==> src/rtl/avsq_pkg.sv <==
// Package for the frame timestamp queue: sizes, action codes, payload types
// and the command bundle between controller and datapath. No dependencies.
package avsq_pkg;

    localparam int SLOTS = 16;
    localparam int IDX_W = $clog2(SLOTS);
    localparam int CNT_W = 5;
    localparam int CFG_IDX_W = 2;
    localparam int CFG_DATA_W = 10;

    typedef enum logic [CFG_IDX_W-1:0] {
        REG_QUEUE_LIMIT = 2'd0,
        REG_KEEP_LAST   = 2'd1,
        REG_SYNC_WINDOW = 2'd2
    } t_cfg_reg;

    typedef enum logic [2:0] {
        ACT_EMPTY   = 3'd0,
        ACT_DISPLAY = 3'd1,
        ACT_SKIP    = 3'd2,
        ACT_HOLD    = 3'd3,
        ACT_PUSHED  = 3'd4,
        ACT_FULL    = 3'd5
    } t_action;

    localparam logic MODE_PUSH    = 1'b0;
    localparam logic MODE_REFRESH = 1'b1;

    typedef struct packed {
        logic               mode;
        logic signed [31:0] frame_time;
        logic signed [31:0] audio_time;
    } t_in_item;

    typedef struct packed {
        logic [2:0]         action;
        logic signed [31:0] shown_time;
        logic [CNT_W-1:0]   fill_level;
    } t_out_item;

    typedef struct packed {
        logic capture;
        logic execute;
    } t_dp_cmd;

endpackage

==> src/rtl/av_sync_frame_queue.sv <==
// Top level of the frame timestamp queue: controller plus datapath.
// Depends on avsq_pkg, avsq_ctrl and avsq_dp.
//
// Usage:
//   Input channel (i_in_valid / o_in_ready / i_in_data) carries one transaction
//   per push (mode 0, frame_time) or refresh tick (mode 1, audio_time).
//   Output channel (o_out_valid / i_out_ready / o_out_data) returns exactly one
//   transaction per input: action, examined frame time and fill level.
//   Configuration: i_cfg_we writes i_cfg_data into register i_cfg_idx
//   (0 queue limit, 1 keep-last, 2 sync window) at once; write only when idle.
// Sequencing: the input and its timestamp memory read are registered at
//   acceptance; the compare and queue update then load the result register
//   once it is free. One item is in progress at a time: no new input is
//   accepted until the compare and queue update of the last one are done.
// Reset: indexes, fill count and shown mark clear; registers return to
//   limit 12, keep-last on, window 40 ms. Stored timestamps are not cleared.
// Stall: the result register holds while i_out_ready is low; one more input
//   is accepted and waits in the datapath until the result register frees.
module av_sync_frame_queue
    import avsq_pkg::*;
(
    input  logic                  i_clk,
    input  logic                  i_rst_n,
    input  logic                  i_in_valid,
    output logic                  o_in_ready,
    input  t_in_item              i_in_data,
    output logic                  o_out_valid,
    input  logic                  i_out_ready,
    output t_out_item             o_out_data,
    input  logic                  i_cfg_we,
    input  logic [CFG_IDX_W-1:0]  i_cfg_idx,
    input  logic [CFG_DATA_W-1:0] i_cfg_data
);

    t_dp_cmd cmd;

    avsq_ctrl u_ctrl (
        .i_clk       (i_clk),
        .i_rst_n     (i_rst_n),
        .i_in_valid  (i_in_valid),
        .o_in_ready  (o_in_ready),
        .o_out_valid (o_out_valid),
        .i_out_ready (i_out_ready),
        .o_cmd       (cmd)
    );

    avsq_dp u_dp (
        .i_clk      (i_clk),
        .i_rst_n    (i_rst_n),
        .i_cmd      (cmd),
        .i_in_data  (i_in_data),
        .i_cfg_we   (i_cfg_we),
        .i_cfg_idx  (i_cfg_idx),
        .i_cfg_data (i_cfg_data),
        .o_out_data (o_out_data)
    );

`ifndef SYNTH
    a_fill_bound: assert property (@(posedge i_clk) disable iff (!i_rst_n)
        o_out_valid |-> (o_out_data.fill_level <= CNT_W'(SLOTS)))
        else $error("fill level above queue size");

    a_empty_level: assert property (@(posedge i_clk) disable iff (!i_rst_n)
        (o_out_valid && o_out_data.action == ACT_EMPTY)
            |-> (o_out_data.fill_level == '0 && o_out_data.shown_time == '0))
        else $error("empty result with nonzero level or time");

    a_one_inflight: assert property (@(posedge i_clk) disable iff (!i_rst_n)
        (i_in_valid && o_in_ready) |=> !o_in_ready)
        else $error("second transaction accepted while one is in progress");
`endif

endmodule

==> src/rtl/avsq_ctrl.sv <==
// Controller for the frame timestamp queue: transaction handshakes and
// sequencing of the datapath. Depends on avsq_pkg.
module avsq_ctrl
    import avsq_pkg::*;
(
    input  logic    i_clk,
    input  logic    i_rst_n,
    input  logic    i_in_valid,
    output logic    o_in_ready,
    output logic    o_out_valid,
    input  logic    i_out_ready,
    output t_dp_cmd o_cmd
);

    typedef enum logic {
        ST_IDLE,
        ST_EXEC
    } t_state;

    t_state r_state;
    logic   r_out_valid;

    always_comb begin
        o_cmd.capture = (r_state == ST_IDLE) && i_in_valid;
        o_cmd.execute = (r_state == ST_EXEC) && (!r_out_valid || i_out_ready);
    end

    assign o_in_ready  = (r_state == ST_IDLE);
    assign o_out_valid = r_out_valid;

    always_ff @(posedge i_clk) begin
        if (!i_rst_n) begin
            r_state     <= ST_IDLE;
            r_out_valid <= 1'b0;
        end else begin
            unique case (r_state)
                ST_IDLE: begin
                    if (i_in_valid) begin
                        r_state <= ST_EXEC;
                    end
                end
                ST_EXEC: begin
                    if (o_cmd.execute) begin
                        r_state <= ST_IDLE;
                    end
                end
                default: r_state <= ST_IDLE;
            endcase
            if (o_cmd.execute) begin
                r_out_valid <= 1'b1;
            end else if (i_out_ready) begin
                r_out_valid <= 1'b0;
            end
        end
    end

endmodule

==> src/rtl/avsq_dp.sv <==
// Datapath for the frame timestamp queue: timestamp memory, ring indexes,
// configuration registers, lag compare and the result register. Depends on avsq_pkg.
module avsq_dp
    import avsq_pkg::*;
(
    input  logic                  i_clk,
    input  logic                  i_rst_n,
    input  t_dp_cmd               i_cmd,
    input  t_in_item              i_in_data,
    input  logic                  i_cfg_we,
    input  logic [CFG_IDX_W-1:0]  i_cfg_idx,
    input  logic [CFG_DATA_W-1:0] i_cfg_data,
    output t_out_item             o_out_data
);

    logic [31:0]           r_mem [SLOTS];
    logic [31:0]           r_rd_data;
    logic                  r_mode;
    logic signed [31:0]    r_frame;
    logic signed [31:0]    r_audio;
    logic [IDX_W-1:0]      r_read_slot;
    logic [IDX_W-1:0]      r_write_slot;
    logic [CNT_W-1:0]      r_count;
    logic                  r_shown;
    logic [CNT_W-1:0]      r_limit;
    logic                  r_keep;
    logic [CFG_DATA_W-1:0] r_window;
    t_out_item             r_out;

    logic [IDX_W-1:0]      n_read_slot;
    logic [IDX_W-1:0]      n_write_slot;
    logic [CNT_W-1:0]      n_count;
    logic                  n_shown;
    logic                  mem_we;
    t_out_item             n_out;
    logic [IDX_W:0]        eff_limit;
    logic signed [32:0]    diff;
    logic signed [32:0]    win;

    function automatic logic [IDX_W-1:0] bump(input logic [IDX_W-1:0] idx,
                                              input logic [IDX_W:0] lim);
        logic [IDX_W:0] nxt;
        nxt = {1'b0, idx} + 1'b1;
        return (nxt >= lim) ? '0 : nxt[IDX_W-1:0];
    endfunction

    always_comb begin
        if (r_limit == '0) begin
            eff_limit = (IDX_W+1)'(1);
        end else if ({{(IDX_W+1){1'b0}}, r_limit} > SLOTS) begin
            eff_limit = (IDX_W+1)'(SLOTS);
        end else begin
            eff_limit = (IDX_W+1)'(r_limit);
        end
    end

    assign diff = {r_rd_data[31], r_rd_data} - {r_audio[31], r_audio};
    assign win  = {{(33-CFG_DATA_W){1'b0}}, r_window};

    always_comb begin
        n_read_slot  = r_read_slot;
        n_write_slot = r_write_slot;
        n_count      = r_count;
        n_shown      = r_shown;
        mem_we       = 1'b0;
        n_out.action     = ACT_EMPTY;
        n_out.shown_time = '0;
        if (r_mode == MODE_PUSH) begin
            if ({{(IDX_W+1){1'b0}}, r_count} >= {{CNT_W{1'b0}}, eff_limit}) begin
                n_out.action = ACT_FULL;
            end else begin
                mem_we       = 1'b1;
                n_write_slot = bump(r_write_slot, eff_limit);
                n_count      = r_count + 1'b1;
                n_out.action = ACT_PUSHED;
            end
        end else if (r_count != '0) begin
            n_out.shown_time = r_rd_data;
            if (diff > win) begin
                n_out.action = ACT_HOLD;
            end else begin
                n_out.action = (diff <= -win) ? ACT_SKIP : ACT_DISPLAY;
                if (r_keep && !r_shown) begin
                    n_shown = 1'b1;
                end else begin
                    n_read_slot = bump(r_read_slot, eff_limit);
                    n_count     = r_count - 1'b1;
                end
            end
        end
        n_out.fill_level = n_count;
    end

    always_ff @(posedge i_clk) begin
        if (i_cmd.execute && mem_we) begin
            r_mem[r_write_slot] <= r_frame;
        end
        if (i_cmd.capture) begin
            r_rd_data <= r_mem[r_read_slot];
            r_mode    <= i_in_data.mode;
            r_frame   <= i_in_data.frame_time;
            r_audio   <= i_in_data.audio_time;
        end
        if (i_cmd.execute) begin
            r_out <= n_out;
        end
    end

    always_ff @(posedge i_clk) begin
        if (!i_rst_n) begin
            r_read_slot  <= '0;
            r_write_slot <= '0;
            r_count      <= '0;
            r_shown      <= 1'b0;
            r_limit      <= CNT_W'(12);
            r_keep       <= 1'b1;
            r_window     <= CFG_DATA_W'(40);
        end else begin
            if (i_cmd.execute) begin
                r_read_slot  <= n_read_slot;
                r_write_slot <= n_write_slot;
                r_count      <= n_count;
                r_shown      <= n_shown;
            end
            if (i_cfg_we) begin
                unique case (i_cfg_idx)
                    REG_QUEUE_LIMIT: r_limit  <= i_cfg_data[CNT_W-1:0];
                    REG_KEEP_LAST:   r_keep   <= i_cfg_data[0];
                    REG_SYNC_WINDOW: r_window <= i_cfg_data;
                    default: ;
                endcase
            end
        end
    end

    assign o_out_data = r_out;

endmodule

==> config.mk <==
export PLATFORM = sky130hd
export DESIGN_NAME = av_sync_frame_queue
export DESIGN_NICKNAME = d
export VERILOG_FILES = /design/src/rtl/avsq_pkg.sv /design/src/rtl/av_sync_frame_queue.sv /design/src/rtl/avsq_ctrl.sv /design/src/rtl/avsq_dp.sv
export SDC_FILE = /design/constraint.sdc
export NUM_CORES = 1
export LEC_CHECK = 0
export BUFFER_PORTS_ARGS = -buffer_cell sky130_fd_sc_hd__buf_2
export CAP_MARGIN = 20
export CORE_MARGIN = 2
export CORE_UTILIZATION = 45
export CTS_CLUSTER_DIAMETER = 80
export DETAILED_ROUTE_END_ITERATION = 10
export GPL_TIMING_DRIVEN = 0
export HOLD_SLACK_MARGIN = 0.12
export PLACE_DENSITY = 0.67
export SKIP_LAST_GASP = 1
export SYNTH_ARGS = -nofsm -noshare
export SYNTH_HDL_FRONTEND = slang
export SYNTH_SLANG_ARGS = --single-unit
==> constraint.sdc <==
create_clock -name i_clk -period 12.6 [get_ports i_clk]
set_input_delay 3.78 -clock i_clk [delete_from_list [all_inputs] [get_ports i_clk]]
set_output_delay 3.78 -clock i_clk [all_outputs]
set_load 0.005 [all_outputs]
==> impl_metrics.csv, run 1 <==
group,metric,value,unit
outcome,status,"finished, final reports clean",
hold_path,worstHoldEndpoint,"u_dp.r_shown$_SDFFE_PN0P_",
logic_synthesis,ys_seq_elements,681,
sta,drv_slew,0,
pwr,p_sw,1.109,mW
logic_synthesis,syn-num-nets,1842,
pwr,p_leak,11.48,nW
floorplan,die_x,257.6,um
hold_path,hold_class,"reg2reg",
grt,grt_pass1_wl,103.3,mm
route,antenna_left,0,
clock_tree,clockRootBuffer,"clkbuf_16",
logic_synthesis,synth-main-ff-cell,"edfxtp_1",
layout,final_net_count,2080,
clock_tree,postCtsSetupRepairBufs,0,
pwr,comb_power_share,0.059,
grt,grt_max_degree,49,
logic_synthesis,synth_warnings,0,
floorplan,core,63310,um2
placement,dpl.cell_count,2666,
setup_path,rr_worst_depth,19,
layout,nFillCells,4988,
logic_synthesis,avgSynthCellArea,17.43,um2
setup_path,regToRegSetupSlack,7.39,ns
grt,grt_overflow,0,
sta,relSlewSlack,0.2732,
placement,gp_congestion,0.8971,
placement,port_buffers,122,
pwr,pwr-share-seq,0.510,
route,viasPerCell,5.713,
pwr,swShare,0.2205,
setup_path,endpoint_kind,"flip-flop",
hold_path,min_from,"u_dp.r_shown$_SDFFE_PN0P_",
logic_synthesis,synth-seq-area-share,0.6954,
route,drt-wirelength-per-cell,24.77,um
setup_path,crit_required,12.92,ns
grt,grt_use_met3,0.03563,
layout,final_common_cell,"edfxtp_1",
grt,antenna_found_initial,1,
clock_tree,htreeDepth,3,
setup_path,cp_top_family,"simple AND/OR/NAND/NOR gates",
flow_run,cap_viol_max_count,0,
sta,worst_pin_slew,1.083,ns
sta,rsz0062_at_grt,"no",
floorplan,die_area,66370,um2
grt,grt.busiest_layer,"met2",
sta,finalSetupViolCount,0,
sta,fmax,0.1729,GHz
layout,final_cell_mix,"649 x edfxtp_1, 160 x mux4_2, 126 x buf_2",
route,drt_first_pass_iters,7,
clock_tree,cts_hold_buf,0,
setup_path,cp_max_fo,9,
floorplan,die_h,257.6,um
pwr,total_power,5.028,mW
layout,n_antenna_cell,0,
setup_path,timing.rr.start,"u_dp.r_rd_data[0]$_DFFE_PP_",
sta,fin_crit,5.785,ns
logic_synthesis,synth-edff-count,649,
setup_path,path_class,"in2reg",
grt,grtUsageMet2,0.3598,
clock_tree,cts.sinks,681,
sta,tns,0,ns
pwr,internal-power,3.920,mW
grt,grt_pass1_vias,16371,
floorplan,ioPinCount,124,
route,drt_iter0_markers,1770,
setup_path,worstReg2RegEnd,"u_dp.o_out_data[1]$_DFFE_PP_",
logic_synthesis,synth_area_leader_cell,"edfxtp_1",
logic_synthesis,ys_types,68,
clock_tree,clk_pin_slew,0.06,ns
grt,grt_usage,0.2105,
setup_path,max_stage_delay,0.67,ns
setup_path,slowest_stage,"nor3_2",
route,vias,15997,
setup_path,worst-path-buf-inv,3,
clock_tree,clock_path_buffers,3,
logic_synthesis,synth_top_area_share,0.6733,
pwr,pwr-share-clk,0.431,
setup_path,critPathLaunchType,"primary input",
clock_tree,clk_latency,0.63,ns
setup_path,worstPathArrival,6.11,ns
layout,utilization,0.5344,
logic_synthesis,synthCells,1661,
grt,grt_use_met1,0.2817,
sta,skew,0.02676,ns
hold_path,whs_path_depth,2,
route,totalWireLength,69.36,mm
layout,syn_to_final_growth,16.89,%
route,drc,0,
sta,min_period_over_period,0.4591,
logic_synthesis,synth_area_leaders,"edfxtp_1 67%, mux4_2 12%, ha_1 4.2%",
floorplan,fp-row-count,92,
logic_synthesis,async_reset_ff_frac,0,
logic_synthesis,synth_area,28950,um2
layout,finalNonFillerCells,2800,
clock_tree,cts_inserted_buffers,72,
pwr,vdd_drop_max,0.09000,mV
floorplan,start_util,0.4572,
clock_tree,ctsResizeCount,0,
placement,dp_hpwl,48.04,mm
sta,hold_viol_final,0,
setup_path,path_cells,"buf_2 > nand2b_1 > nand2_1 > nor2_1 > nand2_1 > nor3_2 > buf_6 > buf_6",
clock_tree,cts_tree,"done",
pwr,pwr_density_cell,148.6,nW/um2
layout,drive_gt1_frac,0.2400,
power by group through the flow:
| stage | Combinational, mW | Clock [mW] | Sequential (mW) |
|---|---|---|---|
| 2_1_floorplan | 0.196 | 0 | 2.60 |
| 3_5_place_dp | 0.296 | 0 | 2.61 |
| 4_1_cts | 0.299 | 2.20 | 2.56 |
| 5_1_grt | 0.333 | 2.29 | 2.57 |
| 3_3_place_gp | 0.284 | 0 | 2.61 |
| 6_report | 0.298 | 2.17 | 2.56 |
worst max-delay path by stage:
stage                           start                          end  slack [ns]  depth (start not counted)
after floorplan            i_in_valid    u_dp.r_audio[0]$_DFFE_PP_        4.03                          1
after global placement     i_in_valid    u_dp.r_frame[9]$_DFFE_PP_        0.48                          2
after detailed placement  i_out_ready  u_dp.r_mem[3][18]$_DFFE_PP_        6.27                          8
after CTS                 i_out_ready  u_dp.r_mem[3][24]$_DFFE_PP_        6.88                          8
after global routing      i_out_ready  u_dp.r_mem[3][24]$_DFFE_PP_        6.71                          8
final                     i_out_ready  u_dp.r_mem[3][24]$_DFFE_PP_        6.82                          8
flip-flops by register name, summed over array words and instances (netlist names):
register	cells
u_ctrl.r_state	1
u_dp.r_keep	1
u_dp.r_mem	512
u_dp.r_mode	1
u_ctrl.o_out_valid	1
u_dp.r_shown	1
u_dp.r_audio	32
u_dp.r_frame	32
u_dp.r_window	10
u_dp.o_out_data	40
u_dp.r_limit	5
u_dp.r_rd_data	32
u_dp.r_write_slot	4
u_dp.r_read_slot	4
u_dp.r_count	5
per-stage QoR:
stage                     hold slack (ns)  cell area, um2  setup slack (ns)
after floorplan                    0.4363           28950             4.031
after global placement             0.4609           30610            0.4825
after detailed placement           0.4911           31320             6.271
after CTS                          0.4987           33760             6.879
after global routing               0.5188           33830             6.710
final                              0.4962           33830             6.815
area by class of cell:
cell class / instances / area, um2 / area share
Sequential cell: 681 / 20130 / 0.5949
Multi-Input combinational cell: 845 / 8407 / 0.2485
Clock buffer: 83 / 1863 / 0.05506
Timing Repair Buffer: 164 / 1269 / 0.03750
Tap cell: 846 / 1059 / 0.03129
Clock inverter: 46 / 579.3 / 0.01712
Buffer: 66 / 267.8 / 0.007914
Inverter: 69 / 260.3 / 0.007692
tightest hold or removal path: stages, from the launching register on:
cell and delay (ns):
dfxtp_1 0.30, inv_1 0.08, a21oi_1 0.07
Yosys cell counts, types with 9 or more instances:
master	count
nor2b_1	11
edfxtp_1	649
o21ai_1	11
xnor2_1	23
o211ai_1	9
o21ai_0	31
nand2b_1	18
mux4_2	160
nand4_1	17
mux2i_1	11
nand2_1	104
a21oi_1	72
clkbuf_1	47
and2_1	38
a21o_1	24
nor3_1	22
xor2_1	13
nor2_1	61
ha_1	98
buf_1	13
inv_1	68
dfxtp_1	32
nand3_1	15
cell families after synthesis:
kind of cell,synth area share
buf+inv,0.01820
mux,0.1287
simple gates,0.05753
xor+xnor,0.01089
flops,0.6954
fa+ha+maj,0.04305
compound gates,0.04621
per-layer routing:
layer	up-vias	share of wire	routed length (um)
met2	562	0.51	35080
met4	0	0.022	1539
met3	110	0.059	4090
met1	8235	0.41	28650
li1	7090	-	-
met5	-	0	0
Note: power is estimated with default switching activity, not from simulation.
==> run 2: changes to the inputs <==
- PLACE_DENSITY: 0.67 -> 0.7
- clock period: 12.6 -> 4.76 ns (I/O delays scaled with it)
==> run 2 against run 1 <==
Effect of this change: the flow now finishes with violations (negative setup slack); worst hold slack better by 0.013 ns; sequential power increased to 2.7 times the previous value; combinational power grew to 2.8 times the previous value; global-route usage rose by 0.14 points; die area unchanged; core utilization increased by 0.36 points; power grew to 2.6 times the previous value; cell count increased by 0.21%; cell area increased by 0.67%; flip-flop and latch count unchanged; clock skew is 0.00064 ns higher; critical path type is now reg2reg; critical endpoint is now u_dp.o_out_data[1]$_DFFE_PP_.
==> impl_metrics.csv, run 2 (synthesis gave the netlist of run 1 again) <==
group,metric,value,unit
sta,relSlewSlack,0.2251,
grt,grt_overflow,0,
outcome,violations,"negative setup slack",
route,drc,0,
pwr,vdd_drop_max,0.2402,mV
sta,min_period_over_period,1.009,
clock_tree,cts_hold_buf,0,
route,wl_met3,4.490,mm
grt,grt_pass1_wl,104.1,mm
route,wl_met1,28.25,mm
placement,dp_hpwl,46.89,mm
clock_tree,clk_latency,0.63,ns
grt,grt_usage,0.2119,
route,totalWireLength,70.37,mm
route,vias,16157,
route,drt_iter0_markers,1754,
sta,fin_crit,4.803,ns
setup_path,worstPathArrival,5.25,ns
sta,hold_slack,0.5090,ns
layout,largest_reg_flops,512,
floorplan,start_util,0.4572,
setup_path,timing.rr.start,"u_dp.r_audio[0]$_DFFE_PP_",
grt,grt_max_degree,49,
setup_path,path_class,"reg2reg",
floorplan,die_x,257.6,um
layout,n_antenna_cell,0,
sta,skew,0.02739,ns
sta,finalWorstSetupSlack,-0.04272,ns
route,maxUsedRoutingLayer,"met4",
clock_tree,clockRootBuffer,"clkbuf_16",
sta,hold_viol_final,0,
setup_path,rr_worst_depth,19,
sta,worst_pin_slew,1.155,ns
hold_path,worstHoldEndpoint,"u_dp.r_shown$_SDFFE_PN0P_",
placement,dpl.cell_count,2653,
sta,drv_slew,0,
placement,port_buffers,122,
floorplan,fp-row-count,92,
setup_path,worstReg2RegEnd,"u_dp.o_out_data[1]$_DFFE_PP_",
route,wl_met2,36.06,mm
floorplan,die_area,66370,um2
pwr,p_leak,11.55,nW
clock_tree,htreeDepth,3,
floorplan,die_h,257.6,um
layout,largest_register,"u_dp.r_mem",
hold_path,whs_path_depth,2,
clock_tree,clock_path_buffers,3,
placement,gp_congestion,0.9047,
clock_tree,cts_inserted_buffers,72,
pwr,pwr_density_cell,386.7,nW/um2
layout,drive_gt1_frac,0.2541,
route,antenna_left,0,
sta,finalSetupViolCount,1,
setup_path,critPathLaunchType,"flip-flop",
hold_path,hold_class,"reg2reg",
layout,syn_to_final_growth,17.67,%
clock_tree,cts_tree,"done",
setup_path,regToRegSetupSlack,-0.04,ns
setup_path,crit_required,5.21,ns
outcome,status,"complete, but fails checks",
route,drt-wirelength-per-cell,25.08,um
sta,rsz0062_at_grt,"yes",
setup_path,endpoint_kind,"flip-flop",
sta,fmax,0.2082,GHz
hold_path,min_from,"u_dp.r_shown$_SDFFE_PN0P_",
floorplan,ioPinCount,124,
pwr,total_power,13.17,mW
layout,final_net_count,2085,
layout,final_cell_mix,"649 x edfxtp_1, 160 x mux4_2, 127 x buf_2",
setup_path,cp_max_fo,5,
clock_tree,clk_pin_slew,0.06,ns
layout,final_common_cell,"edfxtp_1",
layout,reg_top3,"u_dp.r_mem: 512 flops, u_dp.o_out_data: 40 flops",
grt,antenna_found_initial,2,
clock_tree,cts.sinks,681,
floorplan,core,63310,um2
flow_run,cap_viol_max_count,0,
route,drt_first_pass_iters,5,
grt,grt_pass1_vias,16352,
route,viasPerCell,5.758,
layout,finalNonFillerCells,2806,
-- run 2: cell types whose count changed in the layout (fill, tap and decap cells not counted), sizes merged --
cell      before  now
bufinv        10    6
clkbuf       130  128
buf          183  189
clkinvlp       3    2
clkinv        29   35
inv           73   74
-- run 2: how the worst max path moves through the flow --
stage	start	endpoint	slack (ns)	depth (start not counted)
final	u_dp.r_audio[0]$_DFFE_PP_	u_dp.o_out_data[1]$_DFFE_PP_	-0.04	19
after global routing	u_dp.r_rd_data[2]$_DFFE_PP_	u_dp.o_out_data[1]$_DFFE_PP_	-0.18	18
after CTS	u_dp.r_rd_data[0]$_DFFE_PP_	u_dp.o_out_data[1]$_DFFE_PP_	0.007	20
after detailed placement	u_dp.r_rd_data[0]$_DFFE_PP_	u_dp.o_out_data[1]$_DFFE_PP_	-0.42	19
after global placement	i_in_valid	u_dp.r_frame[11]$_DFFE_PP_	-1.54	2
after floorplan	i_in_valid	u_dp.r_audio[0]$_DFFE_PP_	0.36	1
-- run 2: critical path, stage by stage (launching register included) --
cell and delay (ns):
edfxtp_1 0.42, ha_4 0.19, fa_2 0.37, nand2b_4 0.17
a21oi_4 0.17, nor2_4 0.06, o21ai_2 0.12, xor2_1 0.16
buf_4 0.16, ha_4 0.20, a211o_1 0.34, nor4_4 0.30
o41ai_2 0.11, nor4_1 0.37, nand4bb_1 0.22, nor4_4 0.41
a22oi_2 0.15, buf_6 0.18, or3_4 0.38, a21oi_2 0.16
-- run 2: metal layers --
metal / vias up / GRT usage
li1: 7089 / -
met1: 8302 / 0.2775
met2: 653 / 0.3654
met3: 113 / 0.03779
met4: 0 / 0.05877
met5: - / 0
-- run 2: layout make-up --
type	count	area, um2
Tap cell	846	1059
Timing Repair Buffer	170	1376
Fill cell	4899	29250
Clock buffer	82	1861
Clock inverter	48	489.2
Multi-Input combinational cell	845	8621
Sequential cell	681	20130
Inverter	69	260.3
Buffer	65	264.0
-- run 2: repair_timing --
action	CTS	global route
resized for setup	5	32
endpoints found under the hold margin	0	0
gates cloned	0	1
pin swaps	4	24
buffers inserted	3	11
endpoints found under the setup margin	17	17
-- run 2: per-stage QoR --
stage                     utilization  TNS (ns)  instance area (um2)  worst slack, ns
after floorplan                     -         0                28970           0.3627
after global placement         0.4839   -835.67                30640           -1.537
after detailed placement       0.4942    -4.357                31290          -0.4173
after CTS                      0.5321         0                33680         0.006530
after global routing           0.5380    -1.008                34060          -0.1754
final                          0.5380  -0.04272                34060         -0.04272
-- run 2: power breakdown --
| part | internal [mW] | total [mW] | switching [mW] |
|---|---|---|---|
| sequential | 6.68 | 6.79 | 0.111 |
| combinational | 0.341 | 0.845 | 0.504 |
| clock | 3.18 | 5.53 | 2.35 |
